$ cat src/design/scc_pkg.sv
`timescale 1ns / 1ps
package scc_pkg;

  localparam int unsigned Q_ONE      = 16384;
  localparam int unsigned DIV_STEPS  = 29;
  localparam int unsigned SQRT_STEPS = 15;
  localparam int unsigned NORM_STEPS = 5;

  typedef enum logic [1:0] {
    MODE_NORM   = 2'd0,
    MODE_FREQ   = 2'd1,
    MODE_SIGNED = 2'd2
  } mode_t;

  // per-item control carried down the chain
  typedef struct packed {
    logic       vld;
    logic [1:0] mode;
    logic       neg;
    logic       spec;
    logic       spec_one;
  } ctx_t;

  // square-ratio operands during normalization
  typedef struct packed {
    ctx_t        ctx;
    logic [63:0] a;
    logic [63:0] b;
    logic [31:0] adot;
    logic [32:0] e;
  } norm_t;

  // restoring divider cell state
  typedef struct packed {
    ctx_t        ctx;
    logic [33:0] rem;
    logic [33:0] dvs;
    logic [28:0] bits;
  } div_t;

  // square root cell state
  typedef struct packed {
    ctx_t        ctx;
    logic [28:0] x;
    logic [28:0] res;
    logic [14:0] q2;
  } sq_t;

endpackage

$ cat src/design/scc_sqrt_cell.sv
`timescale 1ns / 1ps
module scc_sqrt_cell import scc_pkg::*; #(
  parameter int unsigned STEP = 0
) (
  input  logic clk,
  input  logic rst_n,
  input  logic en,
  input  sq_t  s_i,
  output sq_t  s_o
);

  localparam int unsigned POS = 2 * (SQRT_STEPS - 1 - STEP);

  // one digit of the bitwise integer square root
  logic [28:0] bitv;
  logic [29:0] sum_c;
  sq_t         s_nxt;

  always_comb begin
    bitv  = 29'(1) << POS;
    sum_c = {1'b0, s_i.res} + {1'b0, bitv};
    s_nxt = s_i;
    if ({1'b0, s_i.x} >= sum_c) begin
      s_nxt.x   = s_i.x - sum_c[28:0];
      s_nxt.res = (s_i.res >> 1) + bitv;
    end else begin
      s_nxt.res = s_i.res >> 1;
    end
  end

  always_ff @(posedge clk) begin
    if (!rst_n) begin
      s_o.ctx.vld <= 1'b0;
    end else if (en) begin
      s_o <= s_nxt;
    end
  end

endmodule

$ cat config.mk
export PLATFORM = sky130hd
export DESIGN_NAME = scc_sqrt_cell
export DESIGN_NICKNAME = d
export VERILOG_FILES = /design/src/design/scc_pkg.sv /design/src/design/scc_sqrt_cell.sv
export SDC_FILE = /design/constraint.sdc
export NUM_CORES = 1
export LEC_CHECK = 0
export BUFFER_PORTS_ARGS = -buffer_cell sky130_fd_sc_hd__clkbuf_2
export CAP_MARGIN = 5
export CORE_ASPECT_RATIO = 0.5
export CORE_MARGIN = 5
export CORE_UTILIZATION = 45
export CTS_BUF_LIST = sky130_fd_sc_hd__clkbuf_16
export DETAILED_ROUTE_END_ITERATION = 6
export PLACE_DENSITY = 0.73
export RECOVER_POWER = 25
export SLEW_MARGIN = 10
export SYNTH_ARGS = -nofsm -noshare
export SYNTH_HDL_FRONTEND = slang
export SYNTH_SLANG_ARGS = --single-unit
$ cat constraint.sdc
create_clock -name clk -period 6 [get_ports clk]
set_input_delay 1.5 -clock clk [delete_from_list [all_inputs] [get_ports clk]]
set_output_delay 1.5 -clock clk [all_outputs]
set_load 0.1 [all_outputs]
==> results.md <==
* Hold_buf cts at 0
* Async SR Flop Fraction at 0
* Wire per inst at 15.5 µm
* Crit path max-delay family: simple AND/OR/NAND/NOR gates
* Port bufs at 160
* Die ar. at 12,000 µm²
* Peak VDD IR at 0.141 mV
* Clk root buf: clkbuf_16
* Largest registers: s_o (79)
* Area Growth Syn to Fin at 26.3%
* Vias in the first global route at 3,456
* Number of synthesized register bits at 79
* Die H at 80.1 µm
* Reg2reg path depth at 2
* Final GP Congestion at 0.966
* Outcome: complete, but fails checks
* RSZ-0062 raised after global routing: false
* Post-synth EDFFs at 78
* CTS buffer count at 9
* Failing checks: max-capacitance violations, max-slew violations
* Max H-tree Level at 3
* Critical path type: in2reg
* Clock Pin Slew Worst Setup and Hold Paths at 60 ps
* Post-CTS setup repair buffer count at 0
* Pwr Total at 0.00182 W
* Most common cell after layout, fill and taps aside: clkbuf_2
* Final nets at 663
* Total track usage at 0.180
* Ys Warns at 0
* DR pass1 iterations at 5
* Antenna violations before repair at 0
* Max Cap Violations at 1
* Slew Viols, Final at 79
* Final Skew at 0 ps
* Combinational Power Share at 0.318
* Slowest stage cell, crit path: and2_1
* Post-synthesis net count at 504
* Initial core utilization at 0.465
* Post-route ant nets at 0
* GR Overflow Total at 0
* Switching share of power at 0.371
* Tightest Hold Check Type: reg2reg
* Routing usage on met2 at 0.278
* Clk buf depth at 2
* Pwr dens at 327 nW/µm²
* Fin crit period at 4250 ps
* Reg with most FFs: s_o
* CP max FO at 78
* Clock Power Share at 0.315
* Core area at 9510 µm²
* Met3 Use GR at 0.0598
* Synthesized instance count at 391
* Post-DP HPWL at 8.31 mm
* DP Cell Count at 674
* CTS tree: done
* Largest net degree at the start of global routing at 79
* Chip Width at 150 µm
* Hold Fails Final Rpt at 0
* WL final at 10.7 mm
* Max reg flops at 79
* Worst slew pin tran at 3430 ps
* Vias at 3,499
* Startpoint Class: input pin
* Seq pwr share at 0.367
* Switching pwr at 0.000677 W
* 1st-iter DRT viols at 267
* Avg Cell Area, Syn at 11.3 µm²
* Total stage count of the critical path at 2
* Slew HR at -1.29
* Final setup fails at 0
* Post_cts resized at 0
* Ys flop type: edfxtp_1
* Buf/Inv on CP at 1
* DR vias/cell at 5.08
* Clk_lat worst skew at 330 ps
* Met1 Usage GRT at 0.241
* Layout cell share with drive strength beyond 1 at 0.292
* Final cell count without fillers at 689
* Internal at 0.00115 W
* I/O Pins at 161
* Pleak at 2.46 nW
* Period utilisation layout at 0.708
* Clk sinks at 79
* CP Cell Sequence: clkbuf_1, and2_1
* Synth Cell Area at 4420 µm²
* Rows at 25
* Gr busiest metal: met2
* Final core occ at 0.587
* CP required at 5870 ps
* DR DRC count at 0
* Worst path arrival time at 4120 ps
* Max Fclk at 235 MHz
* Most frequent cells in the layout: 134 x clkbuf_2, 78 x edfxtp_1, 42 x a21oi_1
* Critical Path Max Stage Delay at 2470 ps
* Final TNS setup at 0 ps
* Sequential share of the synthesized area at 0.534
* Hold Path Cell Cnt at 2
* Critical Path Sink Type: flop
* N_diodes at 0
* First-pass GRT wire length at 16.9 mm
* Synth unique cells at 59
-- per-layer routing --
layer / wire [µm] / share of wire
met4: 160 / 0.015
met1: 4810 / 0.45
met2: 4800 / 0.45
met3: 942 / 0.088
met5: 0 / 0
-- through the flow --
stage,cell area (µm²),worst slack [ps],hold WS [ps]
global placement,5300,1900,502
detailed placement,5300,1820,522
CTS,5620,2190,535
floorplan,4420,2240,981
finish,5580,1750,533
global route,5580,1420,583
-- logic make-up after synthesis --
kind of cell / Yosys count / synth area share
mux: 6 / 0.0147
fa+ha+maj: 31 / 0.0894
buf+inv: 49 / 0.0532
compound gates: 100 / 0.154
flops: 79 / 0.534
xor+xnor: 25 / 0.0495
simple gates: 101 / 0.104
-- cell type report --
class                      instances  area (µm²)
fill                             847        3930
tap                              135         169
sequential                        79        2360
clock inverter                     6        87.6
timing repair buffer             160         768
clock buffer                       9         225
multi-input combinational        263        1820
inverter                          37         146
-- synth_stat cells, types with 3 or more instances --
| library cell | instances | share of area |
|---|---|---|
| a21oi_1 | 42 | 0.048 |
| xnor2_1 | 16 | 0.032 |
| nand3_1 | 12 | 0.014 |
| o21bai_1 | 4 | 0.0068 |
| and3_1 | 4 | 0.0057 |
| mux2_1 | 3 | 0.0076 |
| xor2_1 | 9 | 0.018 |
| a211oi_1 | 4 | 0.0068 |
| or3_1 | 3 | 0.0042 |
| clkbuf_1 | 4 | 0.0034 |
| nor2_1 | 34 | 0.029 |
| buf_2 | 4 | 0.0045 |
| inv_1 | 36 | 0.031 |
| edfxtp_1 | 78 | 0.53 |
| ha_1 | 30 | 0.085 |
| buf_6 | 3 | 0.0076 |
| nand4_1 | 4 | 0.0057 |
| o21ai_0 | 13 | 0.015 |
| and2_1 | 3 | 0.0042 |
| nand2_1 | 29 | 0.025 |
| nor3_1 | 4 | 0.0045 |
| a21o_1 | 7 | 0.012 |
-- power groups by stage --
| stage | clock network [W] | logic, W | registers [W] |
|---|---|---|---|
| after CTS | 0.000586 | 0.000583 | 0.000668 |
| after floorplan | 0 | 0.000188 | 0.000968 |
| after detailed placement | 0 | 0.000581 | 0.000679 |
| after global placement | 0 | 0.000576 | 0.000677 |
| final | 0.000575 | 0.000580 | 0.000669 |
| after global routing | 0.000617 | 0.000614 | 0.000673 |
-- path summary, 6_finish.rpt --
check | startpoint | endpoint | slack, ps
worst min-delay path | s_o[78] | s_o[78] | 530
worst max register to register | s_o[78] | s_o[78] | 5410
worst max-delay path | en | s_o[35] | 1750
worst min register to register | s_o[78] | s_o[78] | 530
Power figures use the tool's default switching activity.
