## config.mk

```make
export PLATFORM = sky130hd
export DESIGN_NAME = scc_div_cell
export DESIGN_NICKNAME = d
export VERILOG_FILES = /design/src/design/scc_pkg.sv /design/src/design/scc_div_cell.sv
export SDC_FILE = /design/constraint.sdc
export NUM_CORES = 1
export LEC_CHECK = 0
export BUFFER_PORTS_ARGS = -buffer_cell sky130_fd_sc_hd__buf_2
export CORE_UTILIZATION = 46
export CTS_BUF_LIST = sky130_fd_sc_hd__clkbuf_8
export DETAILED_ROUTE_END_ITERATION = 8
export MAX_ROUTING_LAYER = met4
export PLACE_DENSITY = 0.87
export SYNTH_ARGS = -nofsm -noshare
export SYNTH_HDL_FRONTEND = slang
export SYNTH_SLANG_ARGS = --single-unit
export TNS_END_PERCENT = 100
```

## constraint.sdc

```tcl
create_clock -name clk -period 3.35 [get_ports clk]
set_clock_uncertainty 0.15 [all_clocks]
set_input_delay 0.5025 -clock clk [delete_from_list [all_inputs] [get_ports clk]]
set_output_delay 0.5025 -clock clk [all_outputs]
set_load 0.05 [all_outputs]
```

## src/design/scc_pkg.sv

```systemverilog
`timescale 1ns / 1ps
package scc_pkg;

  localparam int unsigned Q_ONE      = 16384;
  localparam int unsigned DIV_STEPS  = 29;
  localparam int unsigned SQRT_STEPS = 15;
  localparam int unsigned NORM_STEPS = 5;

  typedef enum logic [1:0] {
    MODE_NORM   = 2'd0,
    MODE_FREQ   = 2'd1,
    MODE_SIGNED = 2'd2
  } mode_t;

  // per-item control carried down the chain
  typedef struct packed {
    logic       vld;
    logic [1:0] mode;
    logic       neg;
    logic       spec;
    logic       spec_one;
  } ctx_t;

  // square-ratio operands during normalization
  typedef struct packed {
    ctx_t        ctx;
    logic [63:0] a;
    logic [63:0] b;
    logic [31:0] adot;
    logic [32:0] e;
  } norm_t;

  // restoring divider cell state
  typedef struct packed {
    ctx_t        ctx;
    logic [33:0] rem;
    logic [33:0] dvs;
    logic [28:0] bits;
  } div_t;

  // square root cell state
  typedef struct packed {
    ctx_t        ctx;
    logic [28:0] x;
    logic [28:0] res;
    logic [14:0] q2;
  } sq_t;

endpackage

```

## src/design/scc_div_cell.sv

```systemverilog
`timescale 1ns / 1ps
module scc_div_cell import scc_pkg::*; (
  input  logic clk,
  input  logic rst_n,
  input  logic en,
  input  div_t d_i,
  output div_t d_o
);

  // one restoring step: bring down a dividend bit, trial subtract
  logic [34:0] r2_c, diff_c;
  logic        ge_c;
  div_t        d_nxt;

  always_comb begin
    r2_c   = {d_i.rem, d_i.bits[28]};
    diff_c = r2_c - {1'b0, d_i.dvs};
    ge_c   = (r2_c >= {1'b0, d_i.dvs});
    d_nxt      = d_i;
    d_nxt.rem  = ge_c ? diff_c[33:0] : r2_c[33:0];
    d_nxt.bits = {d_i.bits[27:0], ge_c};
  end

  always_ff @(posedge clk) begin
    if (!rst_n) begin
      d_o.ctx.vld <= 1'b0;
    end else if (en) begin
      d_o <= d_nxt;
    end
  end

endmodule

```

==> results.md, run 1 <==
- Status: finished clean
- LEAKAGE: 3.16 nW
- Hold-fix buffers, CTS: 0
- Worst R2R End: d_o[102]$_SDFFE_PN0P_
- Final core utilization: 59.5%
- Post-route DRC: 0
- HPWL after detailed placement: 10400 um
- Rows: 40
- Routed WL per cell: 15.5 um
- Reg area: 0.00308 mm^2
- Gr ovfl total: 0
- Largest net degree at the start of global routing: 66
- Antenna viol nets, final: 0
- Multi-input gate area: 0.00227 mm^2
- Hold Path Stages: 1
- PD cells: 493 mW/mm^2
- Final setup fails: 0
- Worst Reg-to-Reg Cells: 2
- Vias in the first global route: 4298
- Synthesized flop and latch total: 103
- Via Count: 4475
- CP arrival: 2940 ps
- Clock tree from TritonCTS: done
- Die X: 113 um
- Hold Path Origin: d_i[24]
- Slew @ Worst Pin: 630 ps
- Final worst-path cycle share: 87.9%
- Core Area: 0.0120 mm^2
- Cell variety after synth: 64
- Syn avg cell area: 11.4 um^2
- Sequential share of the synthesized area: 54.5%
- Biggest regs: d_o x103
- Root buf cell: clkbuf_8
- Final hold vios: 0
- GRT Total Usage: 22.0%
- Num Clock Sinks: 103
- Synth warnings: 0
- Largest register FFs: 103
- Maximum net fanout on the critical path: 6
- Worst skew pair latency: 390 ps
- Synthesized Nets: 636
- Initial antenna violation count: 1
- Post-Syn Area: 0.00566 mm^2
- Worst r2r src: d_o[102]$_SDFFE_PN0P_
- FF-to-FF setup slack: 2570 ps
- Largest Register: d_o
- Resized Gates After CTS: 0
- Min Hold Slack: 120 ps
- WP data required: 3350 ps
- Bufs on Longest Clock Path: 2
- Min-Delay Endpoint: d_o[25]$_DFFE_PP_
- Final Critical Period: 2940 ps
- Normalized max-slew margin: 56.9%
- Placed cells: 849
- CP Class: in -> reg
- Pre-antenna DRT Iters: 5
- Vias/cell: 5.17
- Final TNS setup: 0 ps
- Worst VDD drop: 0.251 mV
- Post-synthesis async set-or-reset flop share: 0%
- CTS clk-pin slew, worst paths: 110 ps
- Fin. max-slew vios: 0
- H-tree level count: 3
- Synth Instances: 495
- RePlAce Congestion: 0.935
- Detailed Route WL: 13400 um
- TritonCTS buffer count: 9
- Final std cells w/o fill: 866
- Fmax: 340 MHz
- Die H: 113 um
- DR iter-0 viols: 293
- # Post-CTS Setup Buffers: 0
- Post-layout nets: 854
- Layout area overhead: 26.1%
- Initial core utilization: 47.1%
- DIE AREA: 0.0128 mm^2
- Layout cells sized above 1: 39.1%
- Synth Flop Type: edfxtp_1
- # fillers: 1033
- IO Count: 209
- Port Buffers: 208
- CP Capture Type: flop
- Hold Path Class: in -> reg
- Max-cap violations: 0
- RSZ-0062 raised after global routing: false
- First-pass GRT wire length: 20700 um
- EDFF count, synth: 102
- CP Launch Type: input port
-- area by class of cell --
cell class              instances  share of cell area [%]
diodes                          1                  0.0350
inverters                      48                    2.52
flip-flops and latches        103                    43.2
clock buffers                   9                    1.73
repair buffers                225                    16.9
clock inverters                 7                    1.28
multi-input cells             326                    31.8
well taps                     147                    2.58
-- per-layer routing --
layer	up-vias	wire [um]	track usage, %
met2	172	6460	35.7
met5	-	0	-
met1	2032	5570	25.3
li1	2247	-	-
met4	0	340	10.5
met3	24	1050	5.89
-- per-stage QoR --
step / instance area, um^2 / power (mW) / setup WS, ps
6_report: 7140 / 3.52 / 405
5_1_grt: 7140 / 3.68 / 210
4_1_cts: 7140 / 3.55 / 474
3_5_place_dp: 6920 / 2.70 / 66.5
3_3_place_gp: 6920 / 2.69 / 140
2_1_floorplan: 5660 / 2.42 / 361
-- cell usage in the layout (no fill, tap or decap), types with 14 or more instances in the layout --
master / netlist / routed
nor2_1: 30 / 30
buf_4: 2 / 14
edfxtp_1: 102 / 102
a21oi_2: 19 / 19
xor2_1: 14 / 14
ha_1: 34 / 34
buf_2: 7 / 208
xnor2_1: 14 / 14
a21oi_1: 28 / 28
o21ai_0: 21 / 21
nand2_1: 45 / 45
inv_1: 47 / 47
-- Yosys cell counts, types with 3 or more instances --
master	n	share of area, %
edfxtp_1	102	54
inv_1	47	3.1
nand2_1	45	3.0
ha_1	34	7.5
nor2_1	30	2.0
a21oi_1	28	2.5
o21ai_0	21	1.9
a21oi_2	19	2.9
xnor2_1	14	2.2
xor2_1	14	2.2
a21o_1	11	1.5
nand3_1	10	0.88
nor2_2	9	0.99
buf_2	7	0.62
nand4_1	7	0.77
o21bai_1	7	0.93
a211oi_1	6	0.80
a31oi_1	6	0.66
nor3_1	5	0.44
o21ai_1	5	0.44
nor2b_1	4	0.44
and3_1	3	0.33
and4_1	3	0.46
buf_6	3	0.60
clkbuf_1	3	0.20
nand2b_1	3	0.33
o211ai_1	3	0.40
o21a_1	3	0.40
-- how the worst max path moves through the flow --
| stage | from | endpoint | cells after the start | slack [ps] |
|---|---|---|---|---|
| 3_5_place_dp | d_i[28] | d_o[93]$_DFFE_PP_ | 14 | 70 |
| 2_1_floorplan | d_i[28] | d_o[93]$_DFFE_PP_ | 12 | 360 |
| 6_report | d_i[28] | d_o[93]$_DFFE_PP_ | 14 | 410 |
| 4_1_cts | d_i[28] | d_o[93]$_DFFE_PP_ | 14 | 470 |
| 5_1_grt | d_i[28] | d_o[89]$_DFFE_PP_ | 14 | 210 |
| 3_3_place_gp | d_i[28] | d_o[93]$_DFFE_PP_ | 14 | 140 |
-- power by group --
part / switching, mW / internal, mW / total [mW]
clock: 0.484 / 0.363 / 0.847
combinational: 0.760 / 0.344 / 1.10
sequential: 0.0220 / 1.55 / 1.57
total: 1.27 / 2.26 / 3.52
-- worst max-delay path: stages --
cell      delay, ps
buf_2           110
inv_1            60
ha_1            180
inv_1            60
fa_1            390
a21oi_1         220
o211ai_1        190
a311oi_1        310
buf_4           170
o21ai_2         120
a211oi_1        250
o21bai_1        110
xnor2_1         190
a21oi_2          80
-- cells by family (layout without fill, tap and decap cells) --
family | Yosys count | after routing | share of synthesized area (%)
other | 0 | 1 | 0
AO/OA/AOI/OAI | 132 | 132 | 16.3
buffers and inverters | 66 | 289 | 5.48
AND/OR/NAND/NOR | 130 | 130 | 11.4
adder cells (fa/ha/maj) | 35 | 35 | 7.87
XOR/XNOR | 28 | 28 | 4.33
multiplexers | 1 | 1 | 0.177
flip-flops | 103 | 103 | 54.5
(Power assumes the default switching activity.)
==> inputs of run 2 (changes only) <==
Settings changed: CELL_PAD_IN_SITES_DETAIL_PLACEMENT set to 2, CELL_PAD_IN_SITES_GLOBAL_PLACEMENT set to 2, CORE_UTILIZATION 46 to 34, PLACE_DENSITY 0.87 to 0.95.
Clock period 3.35 ns to 3.5 ns, I/O delays scaled along.
==> run 2 against run 1 <==
Net effect:
- worst setup slack got worse by 96 ps
- flip-flop and latch count is the same
- power shrank 4.2%
- first-iteration DRC count shrank 40%
- wire length up 50%
- count of clock-buffer cells in the layout unchanged
- cell area fell by 0.23%
- via count increased by 7.6%
- highest routed layer unchanged
==> results.md, run 2 (same netlist as run 1, synthesis figures left out) <==
- Status: finished clean
- Critical path origin: d_i[30]
- Rows: 46
- CP Launch Type: input port
- Num Clock Sinks: 103
- Fin. max-slew vios: 0
- Normalized max-slew margin: 56.1%
- Largest register FFs: 103
- Worst skew pair latency: 400 ps
- Pre-antenna DRT Iters: 4
- GRT Total Usage: 24.2%
- Bufs on Longest Clock Path: 2
- Port Buffers: 208
- Die X: 131 um
- Via Count: 4813
- Routed WL per cell: 21.7 um
- Place WS: -46.4 ps
- Vias/cell: 5.19
- Initial antenna violation count: 0
- Clock tree from TritonCTS: done
- # Post-CTS Setup Buffers: 0
- Final WS setup: 309 ps
- Hold Path Class: in -> reg
- Maximum net fanout on the critical path: 3
- Layout area overhead: 25.9%
- Final Instance Area: 0.00713 mm^2
- Detailed Route WL: 20100 um
- Worst Reg-to-Reg Cells: 2
- Placed Area: 0.00695 mm^2
- DIE AREA: 0.0172 mm^2
- CP Capture Type: flop
- Resized Gates After CTS: 0
- H-tree level count: 3
- Largest Register: d_o
- Largest net degree at the start of global routing: 59
- WP data required: 3510 ps
- Fmax: 313 MHz
- Worst VDD drop: 0.267 mV
- Layout cells sized above 1: 38.4%
- Hold-fix buffers, CTS: 0
- Final setup fails: 0
- CP Class: in -> reg
- Biggest regs: d_o x103
- Worst r2r src: d_o[102]$_SDFFE_PN0P_
- # diodes: 0
- Final TNS setup: 0 ps
- Max-cap violations: 0
- Final Critical Period: 3190 ps
- Core Area: 0.0161 mm^2
- Final worst-path cycle share: 91.2%
- Min Hold Slack: 136 ps
- PD cells: 474 mW/mm^2
- IO Count: 209
- Final hold vios: 0
- Slew @ Worst Pin: 658 ps
- Vias in the first global route: 5350
- HPWL after detailed placement: 15900 um
- Antenna viol nets, final: 0
- Most frequent cells in the layout: buf_2, edfxtp_1, inv_1, nand2_1, ha_1
- Critical Path Sink: d_o[84]$_DFFE_PP_
- Post-route DRC: 0
- DR iter-0 viols: 175
- Worst R2R End: d_o[102]$_SDFFE_PN0P_
- Gr ovfl total: 0
- CP arrival: 3200 ps
- Initial core utilization: 35.3%
- Commonest non-fill, non-tap cell in the layout: buf_2
- LEAKAGE: 3.10 nW
- First-pass GRT wire length: 29500 um
- RePlAce Congestion: 0.862
- Post-layout nets: 847
- CTS clk-pin slew, worst paths: 120 ps
- FF-to-FF setup slack: 2750 ps
- RSZ-0062 raised after global routing: false
- TritonCTS buffer count: 9
- Root buf cell: clkbuf_8
- Die H: 131 um
-- run 2: cell types whose count changed in the layout (fill, tap and decap cells not counted), sizes merged --
cell,before,now
bufinv,1,0
inv,51,52
clkinv,2,1
buf,225,218
clkinvlp,1,2
diode,1,0
-- run 2: area by class of cell --
class | instances | area, um^2
inverters | 48 | 180
repair buffers | 218 | 1140
clock inverters | 7 | 56.3
clock buffers | 9 | 124
multi-input cells | 326 | 2270
well taps | 216 | 270
flip-flops and latches | 103 | 3080
fillers | 1707 | 8930
-- run 2: report_power, final --
group	leakage, nW	internal [mW]	switching (mW)
Sequential	0.968	1.48	0.0325
Combinational	2.05	0.320	0.785
Clock	0.0896	0.268	0.485
-- run 2: stage by stage --
step | total power [mW] | instances | utilization (%)
finish | 3.37 | 927 | 44.4
global route | 3.50 | 927 | 44.4
global placement | 2.58 | 911 | 43.3
CTS | 3.39 | 927 | 44.4
floorplan | 2.32 | 495 | -
detailed placement | 2.64 | 911 | 43.3
-- run 2: worst min-delay path by stage --
stage	start	endpoint	cells past startpoint
final	d_i[3]	d_o[4]$_DFFE_PP_	1
after global routing	d_i[24]	d_o[25]$_DFFE_PP_	1
after CTS	d_i[24]	d_o[25]$_DFFE_PP_	1
after detailed placement	d_o[102]$_SDFFE_PN0P_	d_o[102]$_SDFFE_PN0P_	2
after global placement	d_o[102]$_SDFFE_PN0P_	d_o[102]$_SDFFE_PN0P_	2
after floorplan	d_i[100]	d_o[100]$_DFFE_PP_	0
-- run 2: worst max-delay path, cell delays in order --
cell      delay [ps]
buf_2             90
inv_1             70
ha_1             340
nor2b_1          170
o21bai_1         350
a31oi_1          240
o31ai_1          540
o21ai_0          310
o22ai_1          290
xor2_1           190
a21oi_1           90
-- run 2: layer usage --
metal | wire, um | GRT usage, % | vias up
met4 | 889 | 13.6 | 0
met5 | 0 | - | -
li1 | - | - | 2230
met1 | 7370 | 23.9 | 2336
met2 | 10400 | 43.6 | 189
met3 | 1430 | 5.62 | 58
==> inputs of run 3 (changes only) <==
Settings changed: CORE_UTILIZATION 34 to 32, PLACE_DENSITY 0.95 to 0.92.
Clock period 3.5 ns to 3 ns, I/O delays scaled along.
==> run 3 against run 2 <==
Net effect:
- wire length is 2.7% lower
- first-iteration DRC count rose by 19%
- sequential power rose by 16%
- critical path depth grew 3
- sequential share of layout area shrank 2.3 points
- clock power increased by 20%
- worst setup slack worse by 120 ps
- worst hold slack worse by 69 ps
- power rose by 20%
- via count grew 2.9%
- non-clock buffer count rose by 49
- die area grew 6.2%
- critical path type unchanged
==> results.md, run 3 (same netlist as run 1, synthesis figures left out) <==
- Pre-antenna DRT Iters: 4
- Die X: 135 um
- Via Count: 4953
- Gate power share: 33.9%
- Fmax: 356 MHz
- Gr ovfl total: 0
- Sw Share: 38.0%
- CP Launch Type: input port
- Root buf cell: clkbuf_8
- Final core utilization: 43.5%
- Rows: 48
- Initial antenna violation count: 0
- DIE AREA: 0.0182 mm^2
- Worst skew pair latency: 390 ps
- Layout area overhead: 33.0%
- H-tree level count: 3
- Final setup fails: 0
- Layout cells sized above 1: 43.3%
- Antenna viol nets, final: 0
- Normalized max-slew margin: 49.4%
- Worst Reg-to-Reg Cells: 2
- Internal power: 2.50 mW
- Hold Path Class: in -> reg
- Fin. max-slew vios: 0
- Final Instance Area: 0.00753 mm^2
- Post-layout nets: 896
- RSZ-0062 raised after global routing: false
- CP arrival: 2810 ps
- Vias/cell: 5.03
- Final Critical Period: 2810 ps
- Sequential power share: 43.8%
- Slew @ Worst Pin: 759 ps
- RePlAce Congestion: 0.895
- First-pass GRT wire length: 29700 um
- Die H: 135 um
- Maximum net fanout on the critical path: 3
- Largest Register: d_o
- Port Buffers: 208
- Largest net degree at the start of global routing: 55
- Bufs on Longest Clock Path: 2
- Final hold vios: 0
- Final worst-path cycle share: 93.7%
- Post-route DRC: 0
- Hold Path Stages: 1
- Worst VDD drop: 0.294 mV
- Placed Area: 0.00729 mm^2
- Max-cap violations: 0
- HPWL after detailed placement: 15600 um
- Num Clock Sinks: 103
- # diodes: 0
- Clock tree from TritonCTS: done
- PD cells: 536 mW/mm^2
- IO Count: 209
- DR iter-0 viols: 209
- Vias in the first global route: 5610
- Commonest non-fill, non-tap cell in the layout: buf_2
- Most frequent cells in the layout: buf_2, edfxtp_1, buf_4, inv_1, nand2_1
- CP Capture Type: flop
- CP Class: in -> reg
- Status: finished clean
- WP data required: 2990 ps
- Core Area: 0.0173 mm^2
- Largest register FFs: 103
- GRT Total Usage: 22.2%
- Hold-fix buffers, CTS: 0
- P_sw: 1.54 mW
- Routed WL per cell: 19.8 um
- Tot Pwr: 4.04 mW
- Clock group share of total power: 22.3%
- Biggest regs: d_o x103
- LEAKAGE: 3.34 nW
- Initial core utilization: 32.7%
- Detailed Route WL: 19500 um
- CTS clk-pin slew, worst paths: 120 ps
- TritonCTS buffer count: 9
[run 3: metal layers]
| layer | vias to the layer above | global-route usage, % | routed length [um] |
|---|---|---|---|
| met5 | - | - | 0 |
| met1 | 2454 | 22.7 | 7520 |
| met4 | 0 | 7.99 | 409 |
| met2 | 152 | 42.5 | 10700 |
| met3 | 28 | 3.34 | 850 |
| li1 | 2319 | - | - |
[run 3: repair_timing]
item                       in CTS  in global routing
gates resized for setup         2                  4
cloned                          0                  0
setup endpoints to repair       5                  6
pin swaps                       2                  5
hold endpoints to repair        0                  0
setup buffers                   0                  3
[run 3: through the flow]
step                setup WS [ps]  hold WS [ps]  std cells  TNS, ps
floorplan                    63.7           399        495        0
global placement             -209           342        966    -2520
detailed placement           -438           392        966    -5960
CTS                          1.05          46.0        982        0
global route                 1.23          54.6        985        0
finish                        188          66.2        985        0
[run 3: cell type report]
class	count	area (um^2)
well taps	225	282
fillers	1858	9760
clock buffers	9	124
multi-input cells	326	2290
inverters	48	180
flip-flops and latches	103	3080
clock inverters	7	72.6
repair buffers	267	1500
[run 3: worst max-delay path, stage by stage]
cell and delay [ps]:
buf_2 110, inv_1 50, ha_2 190, inv_1 70, fa_2 350, a21oi_2 170
o211ai_1 180, a311oi_1 300, buf_4 190, o2111ai_2 150, nand4b_1 210, a31oi_1 120
xnor2_1 180, o21ai_0 100
[run 3: final timing paths]
| check | from | endpoint | slack (ps) |
|---|---|---|---|
| max | d_i[28] | d_o[87]$_DFFE_PP_ | 190 |
| max reg2reg | d_o[102]$_SDFFE_PN0P_ | d_o[102]$_SDFFE_PN0P_ | 2230 |
| min | d_i[18] | d_o[19]$_DFFE_PP_ | 70 |
| min reg2reg | d_o[102]$_SDFFE_PN0P_ | d_o[102]$_SDFFE_PN0P_ | 410 |
[run 3: power groups by stage]
stage / Clock [mW] / Sequential, mW / Combinational, mW
global route: 0.966 / 1.78 / 1.46
detailed placement: 0 / 1.80 / 1.35
CTS: 0.930 / 1.77 / 1.37
finish: 0.901 / 1.77 / 1.37
global placement: 0 / 1.79 / 1.29
floorplan: 0 / 2.20 / 0.508
